## src/rtl/pvrd_pkg.sv

```systemverilog
// pvrd_pkg: shared widths, constants, register indexes and types of the voltage regulator
`timescale 1ns / 1ps
`default_nettype none

package pvrd_pkg;

  // error history window
  localparam int ERROR_WINDOW = 10;
  localparam int PTR_W = (ERROR_WINDOW > 1) ? $clog2(ERROR_WINDOW) : 1;

  // field widths
  localparam int SP_W     = 16;
  localparam int RAIL_W   = 15;
  localparam int ERR_W    = 17;
  localparam int GAIN_W   = 24;
  localparam int MARGIN_W = 12;
  localparam int PULSE_W  = 10;
  localparam int THR_W    = 10;
  localparam int CMP_W    = 14;
  localparam int MEAN_W   = 17;

  // configuration port
  localparam int CFG_INDEX_W = 3;
  localparam int CFG_DATA_W  = 24;

  localparam logic [CFG_INDEX_W-1:0] REG_PROP_GAIN   = 3'd0;
  localparam logic [CFG_INDEX_W-1:0] REG_INTEG_GAIN  = 3'd1;
  localparam logic [CFG_INDEX_W-1:0] REG_USER_LIMIT  = 3'd2;
  localparam logic [CFG_INDEX_W-1:0] REG_ERR_MARGIN  = 3'd3;
  localparam logic [CFG_INDEX_W-1:0] REG_OVERVOLTAGE = 3'd4;
  localparam logic [CFG_INDEX_W-1:0] REG_PULSE_MAX   = 3'd5;
  localparam logic [CFG_INDEX_W-1:0] REG_SETTLE_THR  = 3'd6;

  // register defaults
  localparam logic [GAIN_W-1:0]   PROP_GAIN_RST   = 24'd83886;
  localparam logic [GAIN_W-1:0]   INTEG_GAIN_RST  = 24'd3355;
  localparam logic [SP_W-1:0]     USER_LIMIT_RST  = 16'd38300;
  localparam logic [MARGIN_W-1:0] ERR_MARGIN_RST  = 12'd250;
  localparam logic [SP_W-1:0]     OVERVOLTAGE_RST = 16'd40000;
  localparam logic [PULSE_W-1:0]  PULSE_MAX_RST   = 10'd700;
  localparam logic [THR_W-1:0]    SETTLE_THR_RST  = 10'd10;

  // setpoint after reset
  localparam logic [SP_W-1:0] SETPOINT_RST = 16'd15000;

  // integral accumulator
  localparam int INTEG_W = 40;
  localparam logic signed [INTEG_W-1:0] INTEG_MAX = {1'b0, {(INTEG_W-1){1'b1}}};
  localparam logic signed [INTEG_W-1:0] INTEG_MIN = {1'b1, {(INTEG_W-1){1'b0}}};

  // split of the integral for the gain multiply
  localparam int LO_W    = 20;
  localparam int HI_W    = INTEG_W - LO_W;
  localparam int PPLO_W  = LO_W + GAIN_W;
  localparam int PPHI_W  = HI_W + GAIN_W + 1;
  localparam int PTERM_W = ERR_W + GAIN_W + 1;

  // integral term and its clamp
  localparam int ITERM_FULL_W = PPHI_W + LO_W;
  localparam int TERM_SHIFT   = 50;
  localparam int ITERM_W      = TERM_SHIFT + 2;
  localparam logic signed [ITERM_FULL_W-1:0] TERM_HI = $signed(ITERM_FULL_W'(1) << TERM_SHIFT);
  localparam logic signed [ITERM_FULL_W-1:0] TERM_LO = -TERM_HI;

  // pulse in Q.24
  localparam int FRAC_W = 24;
  localparam int PMAX_W = PULSE_W + FRAC_W;
  localparam int PSUM_W = ITERM_W + 1;

  // running error sum and division by the window length
  localparam int WSUM_W      = ERR_W + $clog2(ERROR_WINDOW);
  localparam int RECIP_SHIFT = WSUM_W + 3;
  localparam int RECIP_W     = RECIP_SHIFT + 1;
  localparam logic [RECIP_W-1:0] RECIP = RECIP_W'((64'd1 << RECIP_SHIFT) / ERROR_WINDOW);
  localparam int PROD_W      = WSUM_W + RECIP_W;

  // configuration registers
  typedef struct packed {
    logic [GAIN_W-1:0]   prop_gain;
    logic [GAIN_W-1:0]   integ_gain;
    logic [SP_W-1:0]     user_limit;
    logic [MARGIN_W-1:0] error_margin;
    logic [SP_W-1:0]     overvoltage;
    logic [PULSE_W-1:0]  pulse_max;
    logic [THR_W-1:0]    settle_thr;
  } cfg_t;

  // per-stage load enables
  typedef struct packed {
    logic s1;
    logic s2;
    logic s3;
    logic s4;
    logic s5;
  } pipe_en_t;

endpackage

`default_nettype wire

```

## src/rtl/pvrd_mean.sv

```systemverilog
// pvrd_mean: mean of the error window by reciprocal multiply, and the settled flag
`timescale 1ns / 1ps
`default_nettype none

module pvrd_mean import pvrd_pkg::*; (
  input  logic                     clk,
  input  pipe_en_t                 en,
  input  cfg_t                     cfg,
  input  logic signed [WSUM_W-1:0] window_sum,
  output logic signed [MEAN_W-1:0] mean_error_mv,
  output logic                     settled
);

  logic [PROD_W-1:0]        prod_s2;
  logic [WSUM_W-1:0]        abs_s2;
  logic                     neg_s2;
  logic [MEAN_W-1:0]        mag_s3;
  logic                     neg_s3;
  logic signed [MEAN_W-1:0] mean_s4;
  logic                     settled_s4;

  logic [WSUM_W-1:0] abs_val;
  logic [WSUM_W-1:0] quot0;
  logic [WSUM_W-1:0] quot_times;
  logic [WSUM_W-1:0] rem;
  logic [WSUM_W-1:0] quot;

  // stage 2: magnitude times the reciprocal of the window length
  assign abs_val = window_sum[WSUM_W-1] ? $unsigned(-window_sum) : $unsigned(window_sum);

  always_ff @(posedge clk) begin
    if (en.s2) begin
      prod_s2 <= PROD_W'(abs_val) * PROD_W'(RECIP);
      abs_s2  <= abs_val;
      neg_s2  <= window_sum[WSUM_W-1];
    end
  end

  // stage 3: estimate is low by at most one, fix it with the remainder
  always_comb begin
    quot0      = prod_s2[RECIP_SHIFT +: WSUM_W];
    quot_times = WSUM_W'(quot0 * WSUM_W'(ERROR_WINDOW));
    rem        = abs_s2 - quot_times;
    quot       = (rem >= WSUM_W'(ERROR_WINDOW)) ? quot0 + WSUM_W'(1) : quot0;
  end

  always_ff @(posedge clk) begin
    if (en.s3) begin
      mag_s3 <= MEAN_W'(quot);
      neg_s3 <= neg_s2;
    end
  end

  // stage 4: restore the sign, compare against the threshold
  always_ff @(posedge clk) begin
    if (en.s4) begin
      mean_s4    <= neg_s3 ? -$signed(mag_s3) : $signed(mag_s3);
      settled_s4 <= (mag_s3 < MEAN_W'(cfg.settle_thr));
    end
  end

  // stage 5: output register
  always_ff @(posedge clk) begin
    if (en.s5) begin
      mean_error_mv <= mean_s4;
      settled       <= settled_s4;
    end
  end

endmodule

`default_nettype wire

```

## config.mk

```make
export PLATFORM = sky130hd
export DESIGN_NAME = pvrd_mean
export DESIGN_NICKNAME = d
export VERILOG_FILES = /design/src/rtl/pvrd_pkg.sv /design/src/rtl/pvrd_mean.sv
export SDC_FILE = /design/constraint.sdc
export NUM_CORES = 1
export LEC_CHECK = 0
export BUFFER_PORTS_ARGS = -buffer_cell sky130_fd_sc_hd__buf_4
export CORE_MARGIN = 4
export CORE_UTILIZATION = 55
export CTS_CLUSTER_DIAMETER = 80
export DETAILED_ROUTE_END_ITERATION = 8
export PLACE_DENSITY = 0.78
export SLEW_MARGIN = 25
export SYNTH_ARGS = -nofsm -noshare
export SYNTH_HDL_FRONTEND = slang
export SYNTH_SLANG_ARGS = --single-unit
```

## constraint.sdc

```tcl
create_clock -name clk -period 10.1 [get_ports clk]
set_clock_uncertainty 0.05 [all_clocks]
set_input_delay 3.03 -clock clk [delete_from_list [all_inputs] [get_ports clk]]
set_output_delay 3.03 -clock clk [all_outputs]
set_load 0.02 [all_outputs]
```

### After elaboration in Yosys (flattened, before gate mapping)

Index checks and enable logic that the tools add are counted.

| storage, ports and cells | value |
|---|---|
| logic and storage cells | 20 |
| input bits | 139 |
| output and inout bits | 18 |
| flip-flop bits (word level) | 118 |

| cells by class | value |
|---|---|
| mux-type cells | 3 |
| multiply operators | 2 |
| add/sub/neg operators | 4 |
| $lt $le $gt $ge | 2 |

Operator list:

| cell | number |
|---|---|
| multiplier 21 x 21 -> 42 bit, second input constant | 1 |
| two-way mux 17 bit | 2 |
| greater-or-equal comparator 21 x 4 -> 1 bit, second input constant | 1 |
| two-way mux 21 bit | 1 |
| negation 21 bit | 1 |
| subtractor 21 bit | 1 |
| multiplier 18 x 3 -> 20 bit, second input constant | 1 |
| adder 17 x 1 -> 17 bit, second input constant | 1 |
| less-than comparator 17 x 10 -> 1 bit | 1 |
| negation 17 bit | 1 |

### Depth between registers and ports, before layout

| depth | value |
|---|---|
| depth after elaboration | 4 |
| mapped depth | 32 |
| mapped depth without buffers | 31 |

### Least setup slack after synthesis

Ideal clock, no wire load.

| timing path | value |
|---|---|
| path kind | input-to-reg |
| start point | input window_sum[1] |
| end point | register prod_s2[41] (data pin) |
| path buffers | 1 |
| slack | -0.400 ns |
| arrival time | 10.190 ns |
| required time | 9.790 ns |
| cell stages on the path | 29 |
| library setup time | 0.260 ns |
| cells stage by stage | inv_1 -> ha_1 -> nand2_1 -> or2_2 -> or3_1 -> clkbuf_1 -> o41a_1 -> xnor2_1 -> inv_1 -> ha_1 -> fa_1 -> inv_1 -> fa_1 -> inv_1 -> fa_1 -> fa_1 -> fa_1 -> ha_1 -> ha_1 -> and3_1 -> o211ai_1 -> a211oi_1 -> a221oi_2 -> a221oi_1 -> nor4_1 -> nor4_1 -> a21o_1 -> a21oi_1 -> xnor2_1 |

| between the ends | value |
|---|---|
| word-level cells in the longest chain between the ends | 3 |

RTL lines:

| item | RTL line | RTL |
|---|---|---|
| start, declared | pvrd_mean.sv:9 | `input logic signed [WSUM_W-1:0] window_sum,` |
| negation 21 bit | pvrd_mean.sv:29 | `assign abs_val = window_sum[WSUM_W-1] ? $unsigned(-window_sum) : $unsigned(window_sum);` |
| two-way mux 21 bit | pvrd_mean.sv:29 |  |
| named net abs_val[16] | pvrd_mean.sv:22 | `logic [WSUM_W-1:0] abs_val;` |
| multiplier 21 x 21 -> 42 bit | pvrd_mean.sv:33 | `prod_s2 <= PROD_W'(abs_val) * PROD_W'(RECIP);` |
| end signal, assigned | pvrd_mean.sv:33 |  |
| end, declared | pvrd_mean.sv:14 | `logic [PROD_W-1:0] prod_s2;` |

The timed path passes the listed nets, and every way through them passes these cells.
A chain may end at the register's enable or synchronous reset.

### Worst setup path in the final report

| timing path | value |
|---|---|
| start point | input window_sum[5] |
| end point | register prod_s2[41] (data pin) |

The elaborated chain is that of the path after synthesis.

==> results.yml <==
status:
  run_status: "finished, violations left"
  failed_checks: "setup timing"
logic_synthesis:
  synth-async-reset-ratio_pct: 0
  number_of_register_bits_inferred_by_synthesis: 93
  synth_unique_cells: 65
  synthesis.area_per_instance_um2: 10.6
  syn-cell-area_um2: 13300
  ys_dominant_reg_cell: "edfxtp_1"
  synthesis.yosys.warnings: 0
  synth_net_count: 1812
  syn-instance-count: 1259
  synth.yosys.seq_area_share_pct: 20.9
  synth_edf_count: 93
setup_path:
  arrival_ps: 10200
  timing_worst_setup_path_type: "in2reg"
  setup.worst_path.start_class: "input pin"
  timing.critical_path.to_type: "flip-flop"
  worst_ep_required_time_ps: 10140
  worst-path-max-fanout: 4
timing:
  final.hold.worst_slack_ps: 372
  timing.final.ws_setup_ps: -56.6
  hold_viol_final: 0
  worst_slew_margin_rel_pct: 44.8
  timing_max_transition_violations_final: 0
  tightest_slew_ps: 828
  number_of_endpoints_failing_setup_at_the_final_stage: 2
  min_period_ps: 10160
  period_share_pct: 101
  unrepaired_setup_endpoints_after_global_routing: "yes"
  fmax_ghz: 0.0985
routing:
  drt_pre_antenna_iters: 5
  drt-vias-per-instance: 5.47
  detail_route.wl_per_cell_um: 17.5
  drt.antenna.violating_nets: 0
  drt_iter0_markers: 466
  highest-signal-layer: "met4"
  number_of_remaining_drc_errors: 0
  finalWirelength_mm: 31.2
  wl_met1_mm: 12.8
  detailroute.via_count: 9744
  wl_met2_mm: 15.7
  route.met3.wl_mm: 1.34
clocking:
  clockBufferDepth: 2
  path_clk_slew_ps: 70
  clk_latency_worst_skew_pair_ps: 350
  h_tree_levels: 3
  clkSinkCount: 93
  tritoncts.num_buffers: 9
  post_cts_hold_buffer_count: 0
  clockRootBuffer: "clkbuf_16"
  tritoncts: "built"
floorplan:
  pin_count: 157
  num_rows: 56
  dieArea_um2: 26800
  die_w_um: 164
  initial_util_pct: 56.3
  placeableCoreArea_um2: 23700
  die_height_um: 164
worst_hold_path:
  min-delay-path-class: "reg2reg"
global_route:
  grt_antenna_before_repair: 0
  globalRoute.totalOverflow: 0
  wire_length_of_the_first_global_routing_pass_mm: 49.8
  track_usage_pct: 23.9
  first_global_vias: 10300
  largest_net_degree_at_the_start_of_global_routing: 40
placement:
  dp_cells: 1756
  dpl_wire_length_mm: 26.9
  buffer_ports.inserted: 53
  gp_congestion: 0.957
  dp_worst_setup_slack_ps: -549
final_layout:
  post-route-util_pct: 67.7
  layout_commonest_cell: "ha_1"
  antenna_fix_cells: 0
  mostFrequentLayoutCells: "ha_1, inv_1, buf_4"
  stdcell_count: 1782
  nets_finish: 2011
  layout-area-overhead-vs-synth_pct: 20.1
  fillCellCount: 1756
  layout_cells_sized_above_1_pct: 20.4
flow_run:
  drv.max_cap_violation_count: 0
-- final timing paths --
kind / start / end / slack, ps / cells after the start
worst max register to register: prod_s2[26] / mag_s3[8] / 3980 / 23
worst min-delay path: mean_s4[6] / mean_error_mv[6] / 370 / 0
worst max-delay path: window_sum[5] / prod_s2[41] / -60 / 27
worst min register to register: mean_s4[6] / mean_error_mv[6] / 370 / 0
-- cells in the mapped netlist (all sizes together) (4+ instances only) --
cell type | count | area (um^2)
nor2b | 6 | 37.5
o211a | 4 | 40.0
nand4 | 5 | 31.3
o21a | 11 | 82.6
xor2 | 44 | 385
nand3 | 11 | 55.1
a31oi | 6 | 37.5
ha | 270 | 3380
o211ai | 5 | 37.5
and3 | 4 | 25.0
or4 | 7 | 52.6
or2 | 5 | 31.3
nand2 | 44 | 165
a211oi | 4 | 30.0
clkbuf | 5 | 18.8
nor3 | 21 | 110
o31ai | 13 | 103
nor3b | 5 | 47.5
nand2b | 11 | 68.8
fa | 144 | 2880
a21oi | 46 | 234
nor4 | 10 | 90.1
o21ai | 45 | 225
o41ai | 5 | 43.8
a21o | 35 | 263
inv | 250 | 938
nor2 | 39 | 149
a2111oi | 5 | 50.0
edfxtp | 93 | 2790
xnor2 | 64 | 561
-- stage by stage --
stage | TNS [ps] | instance area [um^2]
final | -61.6 | 16000
after CTS | 0 | 15700
after detailed placement | -4680 | 15300
after floorplan | -61.5 | 13500
after global placement | -3810 | 15300
after global routing | -1680 | 16000
-- logic make-up (layout without fill, tap and decap cells) --
family / Yosys count / in the layout / share of synthesized area (%)
flops: 93 / 93 / 20.9
compound gates: 201 / 201 / 10.1
mux: 3 / 3 / 0.244
simple gates: 182 / 182 / 7.34
xor+xnor: 108 / 108 / 7.09
fa+ha+maj: 414 / 414 / 46.9
buf+inv: 258 / 462 / 7.38
-- sequential cells by signal, indices dropped and copies added, names as in the netlist, 17 cells and up --
signal,flops
abs_s2,20
prod_s2,18
mag_s3,17
mean_error_mv,17
mean_s4,17
-- layout make-up --
class                      instances  area [um^2]  share of cell area [%]
multi-input combinational        908        10100                    62.9
sequential                        93         2790                    17.4
timing repair buffer             196         1500                    9.38
inverter                         250          943                    5.89
tap                              319          399                    2.49
clock buffer                       9          225                    1.41
clock inverter                     7         86.3                   0.539
-- worst max-delay path, stage by stage --
cell      delay (ps)
buf_6             90
or4_4            540
or3_4            380
o41a_1           420
xnor2_2          200
inv_2            100
ha_4             260
fa_1             500
inv_1             50
fa_1             490
inv_2             70
fa_1             560
fa_2             450
fa_1             580
ha_4             230
ha_4             260
and3_4           170
o211ai_1         130
a211oi_2         300
a221oi_4         140
a221oi_4         360
nor4_2           100
nor4_1           270
buf_4            170
a21o_1           150
a21oi_2           70
xnor2_1          140
-- metal layers --
| metal | track usage [%] | up-vias |
|---|---|---|
| met1 | 29.3 | 4695 |
| met4 | 10.0 | 0 |
| met2 | 43.1 | 266 |
| met5 | 0 | - |
| met3 | 2.18 | 76 |
| li1 | - | 4707 |
-- repair_timing --
item                                    CTS  global route
setup buffers                             4             7
gates resized for setup                  21            42
endpoints found under the setup margin    7            13
pin swaps                                35            37
gates cloned                              0             0
Power is left out: the tool's default activity adds up to more than one toggle a clock period on the data nets, which glitch-free logic cannot reach.
