$ cat src/rtl/pvrd_pkg.sv
// pvrd_pkg: shared widths, constants, register indexes and types of the voltage regulator
`timescale 1ns / 1ps
`default_nettype none

package pvrd_pkg;

  // error history window
  localparam int ERROR_WINDOW = 10;
  localparam int PTR_W = (ERROR_WINDOW > 1) ? $clog2(ERROR_WINDOW) : 1;

  // field widths
  localparam int SP_W     = 16;
  localparam int RAIL_W   = 15;
  localparam int ERR_W    = 17;
  localparam int GAIN_W   = 24;
  localparam int MARGIN_W = 12;
  localparam int PULSE_W  = 10;
  localparam int THR_W    = 10;
  localparam int CMP_W    = 14;
  localparam int MEAN_W   = 17;

  // configuration port
  localparam int CFG_INDEX_W = 3;
  localparam int CFG_DATA_W  = 24;

  localparam logic [CFG_INDEX_W-1:0] REG_PROP_GAIN   = 3'd0;
  localparam logic [CFG_INDEX_W-1:0] REG_INTEG_GAIN  = 3'd1;
  localparam logic [CFG_INDEX_W-1:0] REG_USER_LIMIT  = 3'd2;
  localparam logic [CFG_INDEX_W-1:0] REG_ERR_MARGIN  = 3'd3;
  localparam logic [CFG_INDEX_W-1:0] REG_OVERVOLTAGE = 3'd4;
  localparam logic [CFG_INDEX_W-1:0] REG_PULSE_MAX   = 3'd5;
  localparam logic [CFG_INDEX_W-1:0] REG_SETTLE_THR  = 3'd6;

  // register defaults
  localparam logic [GAIN_W-1:0]   PROP_GAIN_RST   = 24'd83886;
  localparam logic [GAIN_W-1:0]   INTEG_GAIN_RST  = 24'd3355;
  localparam logic [SP_W-1:0]     USER_LIMIT_RST  = 16'd38300;
  localparam logic [MARGIN_W-1:0] ERR_MARGIN_RST  = 12'd250;
  localparam logic [SP_W-1:0]     OVERVOLTAGE_RST = 16'd40000;
  localparam logic [PULSE_W-1:0]  PULSE_MAX_RST   = 10'd700;
  localparam logic [THR_W-1:0]    SETTLE_THR_RST  = 10'd10;

  // setpoint after reset
  localparam logic [SP_W-1:0] SETPOINT_RST = 16'd15000;

  // integral accumulator
  localparam int INTEG_W = 40;
  localparam logic signed [INTEG_W-1:0] INTEG_MAX = {1'b0, {(INTEG_W-1){1'b1}}};
  localparam logic signed [INTEG_W-1:0] INTEG_MIN = {1'b1, {(INTEG_W-1){1'b0}}};

  // split of the integral for the gain multiply
  localparam int LO_W    = 20;
  localparam int HI_W    = INTEG_W - LO_W;
  localparam int PPLO_W  = LO_W + GAIN_W;
  localparam int PPHI_W  = HI_W + GAIN_W + 1;
  localparam int PTERM_W = ERR_W + GAIN_W + 1;

  // integral term and its clamp
  localparam int ITERM_FULL_W = PPHI_W + LO_W;
  localparam int TERM_SHIFT   = 50;
  localparam int ITERM_W      = TERM_SHIFT + 2;
  localparam logic signed [ITERM_FULL_W-1:0] TERM_HI = $signed(ITERM_FULL_W'(1) << TERM_SHIFT);
  localparam logic signed [ITERM_FULL_W-1:0] TERM_LO = -TERM_HI;

  // pulse in Q.24
  localparam int FRAC_W = 24;
  localparam int PMAX_W = PULSE_W + FRAC_W;
  localparam int PSUM_W = ITERM_W + 1;

  // running error sum and division by the window length
  localparam int WSUM_W      = ERR_W + $clog2(ERROR_WINDOW);
  localparam int RECIP_SHIFT = WSUM_W + 3;
  localparam int RECIP_W     = RECIP_SHIFT + 1;
  localparam logic [RECIP_W-1:0] RECIP = RECIP_W'((64'd1 << RECIP_SHIFT) / ERROR_WINDOW);
  localparam int PROD_W      = WSUM_W + RECIP_W;

  // configuration registers
  typedef struct packed {
    logic [GAIN_W-1:0]   prop_gain;
    logic [GAIN_W-1:0]   integ_gain;
    logic [SP_W-1:0]     user_limit;
    logic [MARGIN_W-1:0] error_margin;
    logic [SP_W-1:0]     overvoltage;
    logic [PULSE_W-1:0]  pulse_max;
    logic [THR_W-1:0]    settle_thr;
  } cfg_t;

  // per-stage load enables
  typedef struct packed {
    logic s1;
    logic s2;
    logic s3;
    logic s4;
    logic s5;
  } pipe_en_t;

endpackage

`default_nettype wire

$ cat src/rtl/pvrd_pulse.sv
// pvrd_pulse: gain multiplies, integral term clamp, pulse clamp and dithered compare value
`timescale 1ns / 1ps
`default_nettype none

module pvrd_pulse import pvrd_pkg::*; (
  input  logic                      clk,
  input  pipe_en_t                  en,
  input  cfg_t                      cfg,
  input  logic signed [ERR_W-1:0]   err_s1,
  input  logic signed [INTEG_W-1:0] integral_sum,
  output logic [CMP_W-1:0]          compare_value
);

  logic signed [PTERM_W-1:0] pterm_s2;
  logic [PPLO_W-1:0]         pplo_s2;
  logic signed [PPHI_W-1:0]  pphi_s2;
  logic signed [PTERM_W-1:0] pterm_s3;
  logic signed [ITERM_W-1:0] iterm_s3;
  logic [PMAX_W-1:0]         pulse_s4;

  logic signed [ITERM_FULL_W-1:0] iterm_full;
  logic signed [ITERM_FULL_W-1:0] iterm_clamp;
  logic signed [PSUM_W-1:0]       psum;
  logic [PSUM_W-1:0]              pmax_ext;
  logic [PMAX_W-1:0]              pulse_next;
  logic [FRAC_W+3:0]              dither_prod;
  logic [CMP_W-1:0]               compare_next;

  // stage 2: proportional product and two partial products of the integral term
  always_ff @(posedge clk) begin
    if (en.s2) begin
      pterm_s2 <= PTERM_W'(err_s1) * PTERM_W'($signed({1'b0, cfg.prop_gain}));
      pplo_s2  <= PPLO_W'(integral_sum[LO_W-1:0]) * PPLO_W'(cfg.integ_gain);
      pphi_s2  <= PPHI_W'($signed(integral_sum[INTEG_W-1:LO_W]))
                * PPHI_W'($signed({1'b0, cfg.integ_gain}));
    end
  end

  // stage 3: recombine the integral term and clamp it
  always_comb begin
    iterm_full = $signed({pphi_s2, {LO_W{1'b0}}})
               + $signed({{(ITERM_FULL_W-PPLO_W){1'b0}}, pplo_s2});
    if (iterm_full > TERM_HI) begin
      iterm_clamp = TERM_HI;
    end else if (iterm_full < TERM_LO) begin
      iterm_clamp = TERM_LO;
    end else begin
      iterm_clamp = iterm_full;
    end
  end

  always_ff @(posedge clk) begin
    if (en.s3) begin
      pterm_s3 <= pterm_s2;
      iterm_s3 <= ITERM_W'(iterm_clamp);
    end
  end

  // stage 4: pulse sum, clamp to 0..pulse_max
  always_comb begin
    psum     = PSUM_W'(pterm_s3) + PSUM_W'(iterm_s3);
    pmax_ext = PSUM_W'({cfg.pulse_max, {FRAC_W{1'b0}}});
    if (psum[PSUM_W-1]) begin
      pulse_next = '0;
    end else if ($unsigned(psum) > pmax_ext) begin
      pulse_next = pmax_ext[PMAX_W-1:0];
    end else begin
      pulse_next = psum[PMAX_W-1:0];
    end
  end

  always_ff @(posedge clk) begin
    if (en.s4) begin
      pulse_s4 <= pulse_next;
    end
  end

  // stage 5: integer part shifted up plus floor(15 * fraction)
  always_comb begin
    dither_prod  = {pulse_s4[FRAC_W-1:0], 4'b0000} - {4'b0000, pulse_s4[FRAC_W-1:0]};
    compare_next = {pulse_s4[PMAX_W-1:FRAC_W], 4'b0000}
                 + CMP_W'(dither_prod[FRAC_W+3:FRAC_W]);
  end

  always_ff @(posedge clk) begin
    if (en.s5) begin
      compare_value <= compare_next;
    end
  end

endmodule

`default_nettype wire

$ cat config.mk
export PLATFORM = sky130hd
export DESIGN_NAME = pvrd_pulse
export DESIGN_NICKNAME = d
export VERILOG_FILES = /design/src/rtl/pvrd_pkg.sv /design/src/rtl/pvrd_pulse.sv
export SDC_FILE = /design/constraint.sdc
export NUM_CORES = 2
export LEC_CHECK = 0
export ABC_AREA = 1
export BUFFER_PORTS_ARGS = -buffer_cell sky130_fd_sc_hd__buf_2
export CORE_ASPECT_RATIO = 1.25
export CORE_MARGIN = 2
export CORE_UTILIZATION = 55
export CTS_CLUSTER_DIAMETER = 150
export CTS_CLUSTER_SIZE = 25
export DETAILED_ROUTE_END_ITERATION = 8
export GPL_TIMING_DRIVEN = 0
export PLACE_DENSITY = 0.72
export SYNTH_ARGS = -nofsm -noshare
export SYNTH_HDL_FRONTEND = slang
export SYNTH_SLANG_ARGS = --single-unit
$ cat constraint.sdc
create_clock -name clk -period 8.7 [get_ports clk]
set_clock_uncertainty 0.1 [all_clocks]
set_input_delay 0.87 -clock clk [delete_from_list [all_inputs] [get_ports clk]]
set_output_delay 0.87 -clock clk [all_outputs]
set_load 0.01 [all_outputs]
Word-level counts from Yosys, hierarchy flattened
Index checks and enable logic that the tools add are counted.

Register bits: 273. Bits of input ports: 175. Output and inout port bits: 14. Word-level logic and storage cells: 23.

$add $sub $neg: 4. Multipliers: 3. Magnitude comparators: 3. Mux-type cells: 2. Reductions and logical operators: 2.

Operators with widths (number): $add 65x45->65 (1); $gt 65x52->1 const B (1); $lt 65x51->1 const B (1); $add 42x52->53 (1); $gt 53x34->1 (1); $mux 52 (1); $mul 20x25->45 (1); $mul 20x24->44 (1); $mul 17x25->42 (1); $mux 34 (1); $sub 28x24->28 (1); $add 14x4->14 (1); $reduce_or 2->1 (2).

Logic depth before layout (Yosys ltp)
Depth after elaboration: 3. Gate-level depth with buffers: 32. Mapped depth without buffers: 31.

Least setup slack after synthesis
No wires, ideal clock.

Kind: input to register. Start point: input integral_sum[2]. End point: register pplo_s2[41] (data pin). Library setup time: 0.265 ns. Data arrival time: 6.487 ns. Required time: 8.335 ns. Setup slack: 1.848 ns. Stages on the path: 25. Path buffers: 1. Path through: clkbuf_1 nand2_1 fa_1 inv_1 fa_1 inv_1 fa_1 inv_1 fa_1 fa_1 fa_1 inv_1 fa_1 inv_1 ha_1 a21oi_1 inv_1 a31oi_1 o21ai_0 a21o_1 a21oi_1 inv_1 a21oi_1 o21ai_0 xor2_1.

Word-level cells in the longest chain between the ends: 1.

Ends and longest elaborated chain: start, declared (RTL line pvrd_pulse.sv:10) `input logic signed [INTEG_W-1:0] integral_sum,`; $mul 20x24->44 (RTL line pvrd_pulse.sv:33) `pplo_s2 <= PPLO_W'(integral_sum[LO_W-1:0]) * PPLO_W'(cfg.integ_gain);`; end signal, assigned (RTL line pvrd_pulse.sv:33); end, declared (RTL line pvrd_pulse.sv:15) `logic [PPLO_W-1:0] pplo_s2;`.

No other way between the ends. A chain may end at the register's enable or synchronous reset.

Final worst setup path
Start point: input integral_sum[5]. End point: register pplo_s2[39] (data pin).

The elaborated chain is that of the path after synthesis.

==> flow_metrics.tcl <==
set metrics [dict create \
    clock_sinks 273 \
    clockBufferDepth 3 \
    dp_hpwl_um 169800 \
    grt_pass1_wl_um 308300 \
    period_share_pct 95.73 \
    synth-seq-cells 273 \
    post-route-min-period_ns 8.328 \
    synth.area.top_cells "fa_1, inv_1, nand2_1" \
    reg2reg_depth 31 \
    gp_congestion 1.011 \
    fillers 10770 \
    crit_end "pplo_s2[39]$_DFFE_PP_" \
    cp_num_buf_inv 5 \
    synth_area_leader_cell "fa_1" \
    drive_gt1_share_pct 2.696 \
    cp_num_cells 24 \
    tns_ns 0 \
    max_stage_delay_ns 0.65 \
    grt_usage_pct 34.48 \
    die-height_um 385.4 \
    critical_path.max_fanout 10 \
    yosys_warnings 0 \
    path_clk_slew_ns 0.11 \
    clkLatencyLatePin_ns 0.54 \
    cts_made_buffers 14 \
    worst_pin_slew_ns 1.343 \
    wl_met3_um 17870 \
    synthTopCellsByCount "inv_1, nand2_1, fa_1, ha_1, nor2_1" \
    cts.htree.levels 1 \
    end_kind "flop" \
    synth_most_common_cell "inv_1" \
    synth_ff_type "edfxtp_1" \
    cp.required_ns 8.84 \
    met1Wirelength_um 77770 \
    ant_nets 0 \
    critical_path_class "input port to flop" \
    grt_overflow 0 \
    start_util_pct 55.59 \
    num_vias 52950 \
    rsz0062_at_grt "false" \
    post-route-drc-count 0 \
    crit_start "integral_sum[5]" \
    antenna_found_initial 9 \
    io_pins 189 \
    route.met2.wl_um 93580 \
    cts_tree "yes" \
    run_status "finished clean" \
    crit_top_cell "fa_1" \
    cp_cell_sequence "buf_2 > clkbuf_1 > nand2_1 > fa_1 > fa_1 > fa_1 > inv_1 > fa_1 > fa_1 > fa_1 > inv_1 > fa_1 > inv_1 > ha_1 > nand2_1 > nor2_1 > nand2_1 > o21ai_0 > a21oi_1 > o21ai_0 > nand3_1 > nand2_1 > a21oi_1 > xnor2_1" \
    syn_inst 8242 \
    arrival_ns 8.47 \
    cp_slowest_cell "clkbuf_1" \
    grt_start_max_net_pins 106 \
    cts_root_buf "clkbuf_16" \
    fp.dieW_um 309.1 \
    die_area_mm2 0.1191 \
    async_flop_share_pct 0 \
    maxSlewHeadroom_pct 10.50 \
    dr.pass1.iters 6 \
    fin_nets 10220 \
    synth-edff-count 273 \
    post_cts_buffers 0 \
    max_freq_mhz 120.1 \
    min_path_type "flop to flop" \
    synth_area_mm2 0.06400 \
    cts_resized 0 \
    ctsHoldBuffers 0 \
    port_buffers 85 \
    syn_area_per_cell_um2 7.765 \
    finalHoldViolCount 0 \
    r2r-start "pterm_s3[0]$_DFFE_PP_" \
    synth_nets 10120 \
    detail_route.wl_per_cell_um 20.35 \
    synth.distinct_cells 52 \
    crit_family "adder cells" \
    maxCapViolations 0 \
    slew_violations 0 \
    yosysTopAreaCellShare_pct 34.91 \
    finalSetupViolCount 0 \
    first_global_vias 53990 \
    rows 139 \
    syn_to_final_growth_pct 4.383 \
    startpoint_type "input port" \
    rr_endpoint "pulse_s4[31]$_SDFFCE_PN0P_" \
    top_layer_used "met5" \
    drtIter0Drc 4696 \
    r2r_slack_ns 3.68 \
    ys_seq_area_share_pct 12.81 \
    avgViaCountPerCell 5.350 \
    core_mm2 0.1151 \
    routed_wl_um 201400 \
]
## cells by family (layout without fill, tap and decap cells)
logic type                 after synthesis  in the layout  share of synthesized area, %
xor gates and xnor gates               164            164                         2.244
other                                    0              2                             0
AOI/OAI and AO/OA                      457            457                         4.027
DFF                                    273            273                         12.81
and+or+nand+nor                       2977           2977                         18.87
adders and majority gates             1699           1699                         46.31
buffers and inverters                 2672           2775                         15.75
## stage by stage
stage               area [um^2]  hold WS (ns)  setup WS (ns)  cells  utilization [%]
CTS                       66800        0.2906         0.5790   9896            58.02
global route              66810        0.3237         0.2607   9898            58.03
global placement          66370        0.3010        0.05579   9878            57.64
finish                    66810        0.3096         0.3717   9898            58.03
floorplan                 64000        0.3003          1.848   8242                -
detailed placement        66430        0.3045        0.03221   9880            57.70
## worst min path at each step
stage | from | endpoint | slack, ns | depth (start not counted)
detailed placement | pulse_s4[31]$_SDFFCE_PN0P_ | compare_value[11]$_DFFE_PP_ | 0.30 | 0
CTS | pterm_s2[35]$_DFFE_PP_ | pterm_s3[35]$_DFFE_PP_ | 0.29 | 0
floorplan | pulse_s4[30]$_SDFFCE_PN0P_ | compare_value[10]$_DFFE_PP_ | 0.30 | 0
global route | pterm_s2[17]$_DFFE_PP_ | pterm_s3[17]$_DFFE_PP_ | 0.32 | 0
finish | pterm_s2[35]$_DFFE_PP_ | pterm_s3[35]$_DFFE_PP_ | 0.31 | 0
global placement | pterm_s2[7]$_DFFE_PP_ | pterm_s3[7]$_DFFE_PP_ | 0.30 | 0
## metal layers
metal  track usage [%]  vias up
li1                  -    24160
met1             44.21    25800
met2             56.56     2424
met3             5.928      556
met4             17.11       12
met5                 0        -
## cell type report
class	instances	area [um^2]	area share, %
repair buffers	87	489.2	0.7323
plain buffers	275	1081	1.618
well taps	1551	1941	2.905
flip-flops and latches	273	8198	12.27
clock buffers	14	350.3	0.5244
multi-input cells	5297	45730	68.44
inverters	2397	8997	13.47
diodes	2	5.005	0.007491
clock inverters	2	20.02	0.02997
## placed cells by master (no fill, tap or decap), types with 7 or more instances in the layout
cell type	synthesis	final
inv_1	2391	2391
nand2_1	2232	2232
fa_1	1116	1116
ha_1	583	583
nor2_1	366	366
edfxtp_1	273	273
clkbuf_1	258	258
a21oi_1	235	235
nand3_1	152	152
xor2_1	93	93
o21ai_0	92	92
buf_2	6	89
xnor2_1	71	71
nand4_1	52	52
a31oi_1	37	37
nor2_2	36	36
nor3_1	34	34
or2_2	25	25
nand3b_1	20	20
nor2_4	18	18
o21a_1	15	15
nor4_1	15	15
o21bai_1	14	14
clkbuf_16	0	14
a21o_1	13	13
o211ai_1	10	10
o221ai_1	8	8
nand2_2	7	7
## state kept, by name (all words and copies together) (netlist names)
register and count:
pplo_s2 44, pphi_s2 45, pterm_s3 42, pterm_s2 42
iterm_s3 52, compare_value 14, pulse_s4 34
Power is not shown: default switching activity piles up to over one toggle a cycle in this logic, so the estimate is an artifact.
