<file path="src/rtl/pvrd_pkg.sv">
// pvrd_pkg: shared widths, constants, register indexes and types of the voltage regulator
`timescale 1ns / 1ps
`default_nettype none

package pvrd_pkg;

  // error history window
  localparam int ERROR_WINDOW = 10;
  localparam int PTR_W = (ERROR_WINDOW > 1) ? $clog2(ERROR_WINDOW) : 1;

  // field widths
  localparam int SP_W     = 16;
  localparam int RAIL_W   = 15;
  localparam int ERR_W    = 17;
  localparam int GAIN_W   = 24;
  localparam int MARGIN_W = 12;
  localparam int PULSE_W  = 10;
  localparam int THR_W    = 10;
  localparam int CMP_W    = 14;
  localparam int MEAN_W   = 17;

  // configuration port
  localparam int CFG_INDEX_W = 3;
  localparam int CFG_DATA_W  = 24;

  localparam logic [CFG_INDEX_W-1:0] REG_PROP_GAIN   = 3'd0;
  localparam logic [CFG_INDEX_W-1:0] REG_INTEG_GAIN  = 3'd1;
  localparam logic [CFG_INDEX_W-1:0] REG_USER_LIMIT  = 3'd2;
  localparam logic [CFG_INDEX_W-1:0] REG_ERR_MARGIN  = 3'd3;
  localparam logic [CFG_INDEX_W-1:0] REG_OVERVOLTAGE = 3'd4;
  localparam logic [CFG_INDEX_W-1:0] REG_PULSE_MAX   = 3'd5;
  localparam logic [CFG_INDEX_W-1:0] REG_SETTLE_THR  = 3'd6;

  // register defaults
  localparam logic [GAIN_W-1:0]   PROP_GAIN_RST   = 24'd83886;
  localparam logic [GAIN_W-1:0]   INTEG_GAIN_RST  = 24'd3355;
  localparam logic [SP_W-1:0]     USER_LIMIT_RST  = 16'd38300;
  localparam logic [MARGIN_W-1:0] ERR_MARGIN_RST  = 12'd250;
  localparam logic [SP_W-1:0]     OVERVOLTAGE_RST = 16'd40000;
  localparam logic [PULSE_W-1:0]  PULSE_MAX_RST   = 10'd700;
  localparam logic [THR_W-1:0]    SETTLE_THR_RST  = 10'd10;

  // setpoint after reset
  localparam logic [SP_W-1:0] SETPOINT_RST = 16'd15000;

  // integral accumulator
  localparam int INTEG_W = 40;
  localparam logic signed [INTEG_W-1:0] INTEG_MAX = {1'b0, {(INTEG_W-1){1'b1}}};
  localparam logic signed [INTEG_W-1:0] INTEG_MIN = {1'b1, {(INTEG_W-1){1'b0}}};

  // split of the integral for the gain multiply
  localparam int LO_W    = 20;
  localparam int HI_W    = INTEG_W - LO_W;
  localparam int PPLO_W  = LO_W + GAIN_W;
  localparam int PPHI_W  = HI_W + GAIN_W + 1;
  localparam int PTERM_W = ERR_W + GAIN_W + 1;

  // integral term and its clamp
  localparam int ITERM_FULL_W = PPHI_W + LO_W;
  localparam int TERM_SHIFT   = 50;
  localparam int ITERM_W      = TERM_SHIFT + 2;
  localparam logic signed [ITERM_FULL_W-1:0] TERM_HI = $signed(ITERM_FULL_W'(1) << TERM_SHIFT);
  localparam logic signed [ITERM_FULL_W-1:0] TERM_LO = -TERM_HI;

  // pulse in Q.24
  localparam int FRAC_W = 24;
  localparam int PMAX_W = PULSE_W + FRAC_W;
  localparam int PSUM_W = ITERM_W + 1;

  // running error sum and division by the window length
  localparam int WSUM_W      = ERR_W + $clog2(ERROR_WINDOW);
  localparam int RECIP_SHIFT = WSUM_W + 3;
  localparam int RECIP_W     = RECIP_SHIFT + 1;
  localparam logic [RECIP_W-1:0] RECIP = RECIP_W'((64'd1 << RECIP_SHIFT) / ERROR_WINDOW);
  localparam int PROD_W      = WSUM_W + RECIP_W;

  // configuration registers
  typedef struct packed {
    logic [GAIN_W-1:0]   prop_gain;
    logic [GAIN_W-1:0]   integ_gain;
    logic [SP_W-1:0]     user_limit;
    logic [MARGIN_W-1:0] error_margin;
    logic [SP_W-1:0]     overvoltage;
    logic [PULSE_W-1:0]  pulse_max;
    logic [THR_W-1:0]    settle_thr;
  } cfg_t;

  // per-stage load enables
  typedef struct packed {
    logic s1;
    logic s2;
    logic s3;
    logic s4;
    logic s5;
  } pipe_en_t;

endpackage

`default_nettype wire

</file>
<file path="src/rtl/pvrd_track.sv">
// pvrd_track: setpoint override and clamp, error, saturating integral and error history
`timescale 1ns / 1ps
`default_nettype none

module pvrd_track import pvrd_pkg::*; (
  input  logic                      clk,
  input  logic                      rst,
  input  pipe_en_t                  en,
  input  cfg_t                      cfg,
  input  logic                      load_q,
  input  logic [SP_W-1:0]           sp_in_q,
  input  logic [SP_W-1:0]           vout_q,
  input  logic [RAIL_W-1:0]         rail_q,
  output logic signed [ERR_W-1:0]   err_s1,
  output logic [SP_W-1:0]           held_setpoint,
  output logic signed [INTEG_W-1:0] integral_sum,
  output logic signed [WSUM_W-1:0]  window_sum
);

  logic signed [ERR_W-1:0] error_ring [ERROR_WINDOW];
  logic [PTR_W-1:0]        ring_pointer;

  logic [SP_W-1:0]           sp_sel;
  logic [SP_W:0]             ov_lim;
  logic [SP_W:0]             sp_ov;
  logic [SP_W-1:0]           sp_cap;
  logic [SP_W-1:0]           rail_up;
  logic [SP_W-1:0]           sp_next;
  logic signed [ERR_W-1:0]   err_next;
  logic signed [INTEG_W:0]   integ_wide;
  logic signed [INTEG_W-1:0] integral_sum_next;
  logic signed [WSUM_W-1:0]  window_sum_next;
  logic [PTR_W-1:0]          ring_pointer_next;

  // setpoint: load, overvoltage override, cap at user limit, rail headroom
  always_comb begin
    sp_sel  = load_q ? sp_in_q : held_setpoint;
    ov_lim  = {1'b0, cfg.overvoltage} + (SP_W+1)'(cfg.error_margin);
    sp_ov   = ({1'b0, vout_q} > ov_lim) ?
              ({1'b0, cfg.user_limit} + (SP_W+1)'(cfg.error_margin)) : {1'b0, sp_sel};
    sp_cap  = (sp_ov > {1'b0, cfg.user_limit}) ? cfg.user_limit : sp_ov[SP_W-1:0];
    rail_up = SP_W'(rail_q) + SP_W'({cfg.error_margin, 1'b0});
    sp_next = (sp_cap < SP_W'(rail_q)) ? rail_up : sp_cap;
    err_next = $signed({1'b0, sp_next}) - $signed({1'b0, vout_q});
  end

  // integral with saturation at the 40-bit limits
  always_comb begin
    integ_wide = $signed({integral_sum[INTEG_W-1], integral_sum})
               + $signed((INTEG_W+1)'(err_next));
    if (integ_wide[INTEG_W] != integ_wide[INTEG_W-1]) begin
      integral_sum_next = integ_wide[INTEG_W] ? INTEG_MIN : INTEG_MAX;
    end else begin
      integral_sum_next = integ_wide[INTEG_W-1:0];
    end
  end

  // running window sum: drop the oldest error, add the new one
  always_comb begin
    window_sum_next = window_sum - WSUM_W'(error_ring[ring_pointer]) + WSUM_W'(err_next);
    ring_pointer_next = (ring_pointer == PTR_W'(ERROR_WINDOW - 1)) ?
                        '0 : ring_pointer + PTR_W'(1);
  end

  // state update once per item
  always_ff @(posedge clk) begin
    if (rst) begin
      held_setpoint <= SETPOINT_RST;
      integral_sum  <= '0;
      window_sum    <= '0;
      ring_pointer  <= '0;
      for (int i = 0; i < ERROR_WINDOW; i++) begin
        error_ring[i] <= '0;
      end
    end else if (en.s1) begin
      held_setpoint            <= sp_next;
      integral_sum             <= integral_sum_next;
      window_sum               <= window_sum_next;
      ring_pointer             <= ring_pointer_next;
      error_ring[ring_pointer] <= err_next;
    end
  end

  // error for the later stages
  always_ff @(posedge clk) begin
    if (en.s1) begin
      err_s1 <= err_next;
    end
  end

endmodule

`default_nettype wire

</file>
<file path="config.mk">
export PLATFORM = sky130hd
export DESIGN_NAME = pvrd_track
export DESIGN_NICKNAME = d
export VERILOG_FILES = /design/src/rtl/pvrd_pkg.sv /design/src/rtl/pvrd_track.sv
export SDC_FILE = /design/constraint.sdc
export NUM_CORES = 1
export LEC_CHECK = 0
export BUFFER_PORTS_ARGS = -buffer_cell sky130_fd_sc_hd__buf_4
export CORE_MARGIN = 1
export CORE_UTILIZATION = 54
export DETAILED_ROUTE_END_ITERATION = 10
export PLACE_DENSITY = 0.78
export RECOVER_POWER = 50
export REMOVE_ABC_BUFFERS = 1
export SKIP_LAST_GASP = 1
export SLEW_MARGIN = 10
export SYNTH_ARGS = -nofsm -noshare
export SYNTH_HDL_FRONTEND = slang
export SYNTH_SLANG_ARGS = --single-unit
</file>
<file path="constraint.sdc">
create_clock -name clk -period 17.1 [get_ports clk]
set_input_delay 5.13 -clock clk [delete_from_list [all_inputs] [get_ports clk]]
set_output_delay 5.13 -clock clk [all_outputs]
set_load 0.01 [all_outputs]
</file>
# == Word-level counts from Yosys, hierarchy flattened ==
# Memories as Yosys holds them, arrays and structs flattened. A register that Yosys moved wholly into a read port is not among the register bits.
# Index checks and enable logic that the tools add are counted.
# W data, S select, Z words.
# word_totals
reg_bits,98
ram_bits,170
inputBits,167
output_inout_bits,94
elab_cells,37
n_memories,1
# classes
add_sub_neg,8
magnitude_cmp,3
eq_ne,2
muxes,17
reduce_logical,1
# mem_list
name,words,width,read_ports,rd_ports_with_merged_regs,write_ports,line_no,text
error_ring,10,17,1,1,10,pvrd_track.sv:20,logic signed [ERR_W-1:0] error_ring [ERROR_WINDOW];
# ops
op,count
$mux W40,2
$mux W16,3
$add A40 B17 Y41,1
$add A16 B12 Y17,2
$mux W17,2
$add A21 B17 Y21,1
$sub A21 B17 Y21,1
$gt A16 B17 Y1,1
$gt A17 B16 Y1,1
$reduce_or A17 Y1,1
$sub A16 B16 Y17,1
$add A15 B13 Y16,1
$lt A16 B15 Y1,1
$mux W4,4
$mux W1,6
$add A4 B1 Y4 const B,1
$eq A4 B4 Y1 const B,1
$ne A1 B1 Y1,1

# == Logic depth before layout (Yosys ltp) ==
# Gate-level depths: netlist of run 1.
# depth
ltp_word,11
ltp_mapped,65
depth_no_buf,61

# == Worst setup path before layout of run 1 ==
# OpenSTA, ideal clock, no wires.
# synth_timing
kind,input -> register
from,in cfg[21] (netlist bit)
to,reg integral_sum[33]
setup_ns,0.086
t_arrival_ns,17.234
required_time_ns,17.014
slack_ns,-0.219
stages,62
n_path_buf,4
cell_sequence,ha_1 -> a21o_1 -> a21oi_1 -> o21bai_1 -> a21oi_1 -> o21bai_1 -> a211o_1 -> a2111oi_0 -> nor3_1 -> a21oi_1 -> nor2b_1 -> xnor2_1 -> ha_1 -> o21a_1 -> a211oi_1 -> o21ai_0 -> o211ai_2 -> clkbuf_1 -> (+26 left out) -> nor2_1 -> a21oi_1 -> a221o_1 -> a21o_1 -> inv_1 -> ha_1 -> clkbuf_1 -> a21oi_1 -> nand2_1 -> a21o_1 -> a21o_1 -> and4bb_2 -> a2111oi_4 -> o31ai_1 -> a21oi_1 -> xor2_1 -> maj3_1 -> a211oi_1
# synth_via
elab_chain_len,11
elab_cells_between_ends,12
classes_between,add/sub (3); order compare (3); eq/ne (1); mux (5)
# synth_rtl
element,line_no,text
start: declaration,pvrd_track.sv:9,"input cfg_t cfg,"
$add A16 B12 Y17 (*),pvrd_track.sv:38,"ov_lim = {1'b0, cfg.overvoltage} + (SP_W+1)'(cfg.error_margin);"
$gt A16 B17 Y1 (*),pvrd_track.sv:39,"sp_ov = ({1'b0, vout_q} > ov_lim) ?"
$mux W17 (*),pvrd_track.sv:39,
$gt A17 B16 Y1,pvrd_track.sv:41,"sp_cap = (sp_ov > {1'b0, cfg.user_limit}) ? cfg.user_limit : sp_ov[SP_W-1:0];"
$mux W16 (*),pvrd_track.sv:41,
$lt A16 B15 Y1,pvrd_track.sv:43,sp_next = (sp_cap < SP_W'(rail_q)) ? rail_up : sp_cap;
$mux W16 (*),pvrd_track.sv:43,
$sub A16 B16 Y17 (*),pvrd_track.sv:44,"err_next = $signed({1'b0, sp_next}) - $signed({1'b0, vout_q});"
named net err_next[16],pvrd_track.sv:29,logic signed [ERR_W-1:0] err_next;
$add A40 B17 Y41 (*),pvrd_track.sv:50,+ $signed((INTEG_W+1)'(err_next));
$mux W40 / $ne A1 B1 Y1 (equally long branches),"pvrd_track.sv:52, pvrd_track.sv:51",
$mux W40 (*),pvrd_track.sv:51,if (integ_wide[INTEG_W] != integ_wide[INTEG_W-1]) begin
end signal: assignment,pvrd_track.sv:77,integral_sum <= integral_sum_next;
end: declaration,pvrd_track.sv:16,"output logic signed [INTEG_W-1:0] integral_sum,"
# The timed path passes the listed nets; every way through them passes the cells marked *.
# A chain may end at the register's enable or synchronous reset.

# == Worst setup path in the final report of run 1 ==
# layout_timing
from,in cfg[21] (netlist bit)
to,reg integral_sum[33]
# layout_via
elab_chain_len,11
elab_cells_between_ends,12
classes_between,add/sub (3); order compare (3); eq/ne (1); mux (5)
# layout_rtl
element,line_no,text
$add A16 B12 Y17 (*),pvrd_track.sv:38,
$gt A16 B17 Y1 (*),pvrd_track.sv:39,
$mux W17 (*),pvrd_track.sv:39,
$gt A17 B16 Y1,pvrd_track.sv:41,
$mux W16 (*),pvrd_track.sv:41,
$lt A16 B15 Y1,pvrd_track.sv:43,
$mux W16 (*),pvrd_track.sv:43,
named net sp_next[6],pvrd_track.sv:28,logic [SP_W-1:0] sp_next;
$sub A16 B16 Y17 (*),pvrd_track.sv:44,
named net err_next[14],pvrd_track.sv:29,
$add A40 B17 Y41 (*),pvrd_track.sv:50,
$mux W40 / $ne A1 B1 Y1 (equally long branches),"pvrd_track.sv:52, pvrd_track.sv:51",
$mux W40 (*),pvrd_track.sv:51,
# Marks and branches as above.

==> qor.yml, run 1 <==
crit_start: "cfg[21]"
core_mm2: 0.04010
cp_max_fo: 11
ys_warn_count: 0
grt.total_usage: 0.3061
vias: 17500
io_pins: 261
dp_slack_ns: -1.063
dr_wl_met2_um: 30200
outcome: "finished, violations left"
grt_max_degree: 69
grt_pass1_vias: 17700
synth-async-reset-ratio: 0
clkSinkCount: 374
dp.cells: 2870
tightest_slew_ns: 3.208
cpMaxStageDelayCell: "a2111oi_4"
wl_met1_um: 25740
grt_overflow: 0
clk_pin_slew_ns: 0.06
dieArea_mm2: 0.04192
rows: 73
synth_area_leader_cell: "edfxtp_1"
die_y_um: 204.7
maxSlewViolCount: 54
cts.path.max_buffers: 3
fin_area_mm2: 0.02747
ff2ff_path_depth: 44
ys_seq_area_frac: 0.4676
p_leak_nw: 11.50
min_period_ns: 16.61
final_cells: 2961
via_per_inst: 5.911
max_freq_ghz: 0.06019
cts_root_buf: "clkbuf_16"
fillCellCount: 2945
initial_core_util: 0.5536
worst_slack_ns: 0.4868
multiInputGateArea_mm2: 0.01130
drive_gt1_frac: 0.2616
hold_violations: 0
cp-end-kind: "register"
worst-setup-path-type: "primary input to register"
drc: 0
placed_area_mm2: 0.02619
first_iter_violations: 1557
relSlewSlack: -1.144
routedWlPerCell_um: 21.48
setup_viol: 0
regArea_mm2: 0.01039
reg2reg_to: "integral_sum[33]"
powerDensity_mw_per_mm2: 224.6
r2r_slack_ns: 8.03
ys_top_cells_by_count: "edfxtp_1, nor2_1, ha_1, inv_1, a21oi_1"
rr_startpoint: "held_setpoint[3]"
ys.flop_type: "edfxtp_1"
cts_buffers: 40
wirelength_um: 63610
finalCritPeriodShare: 0.9715
violations: "max-capacitance violations, max-slew violations"
ir_drop_v: 0.0002064
crit_top_cell: "ha_1"
num-nets-final: 2751
routabilityCongestion: 0.9406
synth_edf_count: 289
met3_length_um: 5296
cts_hold_buf: 0
antenna_left: 0
firstDrtPassIters: 5
syn2layout_area_growth_pct: 23.75
die_x_um: 204.7
grt_pass1_wl_um: 97350
hp-class: "register to register"
synth.area.top_cells: "edfxtp_1, ha_1, mux4_2, dfxtp_1, nor2_1"
cp-endpoint: "integral_sum[33]"
finClkSkew_ns: 0.02570
maxCapViolCount: 3
syn_area_per_cell_um2: 11.40
critPathMaxStageDelay_ns: 0.39
worstPathArrival_ns: 17.10
yosysMostFrequentCell: "edfxtp_1"
ys_ff_latch: 374
synth.distinct_cells: 80
clock_latency_ns: 0.58
netlist_area_mm2: 0.02220
grt_antenna_before_repair: 4
io_buffers: 188
cts_tree: "done"
topRoutingLayerUsed: "met4"
netlist.area_leader.share: 0.3910
worstPathRequired_ns: 17.59
place.detailed.hpwl_um: 46420
startpoint_type: "primary input"
synthCells: 1947
cts_max_level: 2
## worst min-delay path by stage
stage                 startpoint                 to  slack [ns]  cells after the start
3_5_place_dp    held_setpoint[0]   held_setpoint[0]        0.47                      2
3_3_place_gp      window_sum[17]     window_sum[17]        0.47                      2
2_1_floorplan  held_setpoint[12]  held_setpoint[12]        0.48                      2
6_report        held_setpoint[0]   held_setpoint[0]        0.49                      2
5_1_grt        held_setpoint[12]  held_setpoint[12]        0.52                      2
4_1_cts         held_setpoint[0]   held_setpoint[0]        0.50                      2
## cell usage in the layout (no fill, tap or decap), types with 6 or more instances in the layout
master / Yosys / routed
nand2b_1: 21 / 21
o211ai_1: 6 / 6
fa_1: 25 / 24
nand2_1: 84 / 84
nand3_1: 26 / 25
and3_1: 11 / 11
nor3_1: 27 / 23
a21oi_1: 137 / 125
inv_1: 143 / 140
buf_4: 1 / 376
nor2b_1: 20 / 19
mux2i_1: 24 / 23
ha_1: 159 / 157
o31ai_1: 11 / 7
or3_1: 7 / 7
a21o_1: 59 / 59
xnor2_1: 65 / 65
edfxtp_1: 289 / 289
a21oi_2: 0 / 12
o21bai_1: 16 / 14
a22o_1: 8 / 8
maj3_1: 6 / 6
nand4_1: 16 / 16
nor2_1: 249 / 246
clkbuf_16: 0 / 40
clkinv_2: 0 / 7
mux4_2: 85 / 85
o21a_1: 19 / 19
a211oi_1: 21 / 17
xor2_1: 36 / 36
clkbuf_1: 61 / 105
o21ai_0: 88 / 79
clkinv_1: 0 / 7
dfxtp_1: 85 / 83
a31oi_1: 7 / 7
buf_6: 0 / 6
mux2_2: 28 / 27
## stage by stage
| step | util | hold WS (ns) | setup TNS (ns) | power (mW) |
|---|---|---|---|---|
| floorplan | - | 0.4798 | -33.99 | 3.428 |
| global placement | 0.6531 | 0.4669 | -27.36 | 5.050 |
| detailed placement | 0.6531 | 0.4737 | -44.01 | 5.187 |
| CTS | 0.6859 | 0.4981 | 0 | 6.078 |
| global route | 0.6850 | 0.5187 | -1.276 | 6.556 |
| finish | 0.6850 | 0.4947 | 0 | 6.170 |
## where the power goes
group          switching (mW)  total, mW  internal, mW
sequential             0.0925       1.23          1.14
clock                   0.383      0.847         0.464
combinational            2.10       4.09          1.99
total                    2.58       6.17          3.59
## registers in the layout, indices dropped and copies added (netlist names), named ones only
signal / cells
window_sum: 21
err_s1: 17
error_ring: 272
ring_pointer: 4
integral_sum: 40
held_setpoint: 16
## kinds of logic (layout without fill, tap and decap cells)
group,count (synthesis),after routing,synth area share
muxes,137,137,0.1113
and+or+nand+nor,494,494,0.1011
adders and majority gates,190,190,0.1149
AOI/OAI and AO/OA,435,435,0.1285
other,0,5,0
DFF,374,374,0.4676
xor gates and xnor gates,101,101,0.03985
buffers and inverters,216,700,0.03681
## worst max-delay path: cells and delay by family
| family | cells | cell delay (ns) |
|---|---|---|
| muxes | 2 | 0.73 |
| buffers and inverters | 7 | 1.04 |
| adders and majority gates | 7 | 2.10 |
| xor gates and xnor gates | 3 | 0.55 |
| and+or+nand+nor | 12 | 1.91 |
| AOI/OAI and AO/OA | 32 | 5.62 |
## repair_timing
item / in CTS / in global routing
cloned: 0 / 2
endpoints found under the hold margin: 0 / 0
pin swaps: 2 / 29
buffers inserted: 2 / 9
endpoints found under the setup margin: 44 / 54
gates resized for setup: 13 / 65
## metal layers
layer  track usage  vias up
li1              -     8132
met1        0.4082     8448
met2        0.5019      773
met3       0.04979      149
met4        0.1157        0
met5             0        -
## cell type report
class                   count  area share
well taps                 525     0.02391
flip-flops and latches    374      0.3781
clock inverters            24    0.007698
multi-input cells        1357      0.4113
clock buffers              49     0.03840
inverters                 143     0.01968
repair buffers            484      0.1204
diodes                      5   0.0004555
(Power assumes the default switching activity.)
==> inputs of run 2 (changes only) <==
--- a/config.mk
+++ b/config.mk
@@ -7,9 +7,8 @@
 export LEC_CHECK = 0
 export BUFFER_PORTS_ARGS = -buffer_cell sky130_fd_sc_hd__buf_4
 export CORE_MARGIN = 1
-export CORE_UTILIZATION = 54
+export CORE_UTILIZATION = 35
 export DETAILED_ROUTE_END_ITERATION = 10
-export PLACE_DENSITY = 0.78
 export RECOVER_POWER = 50
 export REMOVE_ABC_BUFFERS = 1
 export SKIP_LAST_GASP = 1
==> qor.yml, run 2 (synthesis results as in run 1) <==
hold_violations: 0  # unchanged
cts_root_buf: "clkbuf_16"
relSlewSlack: -1.021  # +0.1225
first_iter_violations: 1282  # -18%
ir_drop_v: 0.0001207  # -42%
maxSlewViolCount: 18  # -67%
drive_gt1_frac: 0.3013  # +0.03966
largest_reg_flops: 272  # unchanged
rsz0062_at_grt: "yes"
finalCritPeriodShare: 0.9788  # +0.007262
p_total_mw: 6.584  # +6.7%
core_mm2: 0.06217  # +55%
dieArea_mm2: 0.06443  # +54%
critPathMaxStageDelay_ns: 0.53  # +0.14 ns
hold_slack_ns: 0.4832  # -0.01144 ns
worstHoldStart: "window_sum[17]"
p_switching_mw: 2.688  # +4.3%
p_int_mw: 3.896  # +8.5%
grt_overflow: 0  # unchanged
min_period_ns: 16.74  # +0.1242 ns
hp-class: "register to register"
grt.total_usage: 0.2097  # -0.09637
violations: "max-capacitance violations, max-slew violations"
routedWlPerCell_um: 20.29  # -5.6%
outcome: "finished, violations left"
worst-setup-path-type: "primary input to register"
fillCellCount: 5848  # +99%
swShare: 0.4083  # -0.009646
powerDensity_mw_per_mm2: 227.6  # +1.3%
clockPowerShare: 0.143  # +0.006
rows: 91  # +25%
worstPathRequired_ns: 17.52  # -0.07 ns
rr_startpoint: "held_setpoint[3]"
use_met1: 0.2903  # -0.1179
met2_usage: 0.3456  # -0.1563
io_pins: 261  # unchanged
place.detailed.hpwl_um: 49540  # +6.7%
layout_common_cells: "buf_4, edfxtp_1, nor2_1"
finClkSkew_ns: 0.03023  # +0.004539 ns
max_freq_ghz: 0.05975  # -0.74%
vias: 17460  # -0.25%
cts_buffers: 41  # +2.5%
worstPathArrival_ns: 17.16  # +0.06 ns
met3_usage: 0.02581  # -0.02398
antenna_left: 0  # unchanged
clk_pin_slew_ns: 0.05  # about the same
grt_pass1_vias: 17830  # +0.72%
cts.path.max_buffers: 3  # unchanged
cpMaxStageDelayCell: "or4_4"
cp_max_fo: 5  # -6
gr-max-usage-layer: "met2"
die_x_um: 253.8  # +24%
syn2layout_area_growth_pct: 30.34
grt_antenna_before_repair: 2  # -2
p_comb_frac: 0.670  # +0.007
cp-end-kind: "register"
final_common_cell: "buf_4"
grt_max_degree: 51  # -26%
cts_tree: "done"
startpoint_type: "primary input"
n_antenna_cell: 0  # -5
clock_latency_ns: 0.59  # about the same
initial_core_util: 0.3570  # -0.1965
cts_max_level: 2  # unchanged
reg.largest.list: "error_ring (272), integral_sum (40), window_sum (21)"
die_y_um: 253.8  # +24%
maxCapViolCount: 1  # -2
drc: 0  # unchanged
grt_pass1_wl_um: 103000  # +5.8%
routabilityCongestion: 0.9124  # -3.0%
io_buffers: 188  # unchanged
tightest_slew_ns: 3.025  # -0.1833 ns
cts_hold_buf: 0  # unchanged
crit_start: "cfg[21]"
firstDrtPassIters: 5  # unchanged
setup_viol: 0  # unchanged
clkSinkCount: 374  # unchanged
largest-register: "error_ring"
wirelength_um: 67620  # +6.3%
num-nets-final: 2817  # +2.4%
p_seq_frac: 0.187  # -0.013
via_per_inst: 5.238  # -11%
p_leak_nw: 11.95  # +3.9%
run 2: power by group through the flow:
stage | Clock, mW | Combinational [mW] | Sequential [mW]
2_1_floorplan | 0 | 2.17 | 1.26
3_3_place_gp | 0 | 4.01 | 1.25
3_5_place_dp | 0 | 4.10 | 1.25
4_1_cts | 0.962 | 4.16 | 1.23
5_1_grt | 0.994 | 4.80 | 1.24
6_report | 0.944 | 4.41 | 1.23
run 2: layer usage:
metal / share of wire / vias to the layer above
met5: 0 / -
met4: 0.022 / 0
met3: 0.053 / 81
met2: 0.47 / 496
met1: 0.45 / 8624
li1: - / 8257
run 2: layout make-up:
cell class              count  area [um^2]  area share
multi-input cells        1357        11670      0.4035
repair buffers            549         3857      0.1333
inverters                 143        551.8     0.01907
clock inverters            24        309.0     0.01068
flip-flops and latches    374        10390      0.3590
clock buffers              49         1107     0.03827
well taps                 837         1047     0.03620
run 2: critical path: cells and delay by family:
| family | cells | cell delay [ns] |
|---|---|---|
| mux | 2 | 0.64 |
| xor+xnor | 3 | 0.53 |
| compound gates | 31 | 6.39 |
| simple gates | 11 | 1.82 |
| buf+inv | 7 | 1.10 |
| fa+ha+maj | 6 | 1.51 |
run 2: timing repair:
item                       4_1_cts  5_1_grt
setup endpoints to repair       47       52
resized for setup               25      135
setup buffers                    4       31
gates cloned                     1        2
pin swaps                       15       85
run 2: final timing paths:
path         depth (start not counted)  slack (ns)                to
max                                 60        0.36  integral_sum[35]
min                                  2        0.48    window_sum[17]
max reg2reg                         44        7.99  integral_sum[35]
min reg2reg                          2        0.48    window_sum[17]
run 2: through the flow:
step | worst slack (ns) | area (um^2) | TNS (ns) | std cells | util
6_report | 0.3626 | 28930 | 0 | 3333 | 0.4654
3_5_place_dp | -1.305 | 26900 | -55.02 | 3224 | 0.4327
3_3_place_gp | -1.269 | 26900 | -48.19 | 3224 | 0.4327
4_1_cts | 0.01397 | 28430 | 0 | 3302 | 0.4574
5_1_grt | -0.1718 | 28930 | -2.355 | 3333 | 0.4654
2_1_floorplan | -1.171 | 21920 | -33.99 | 1874 | -
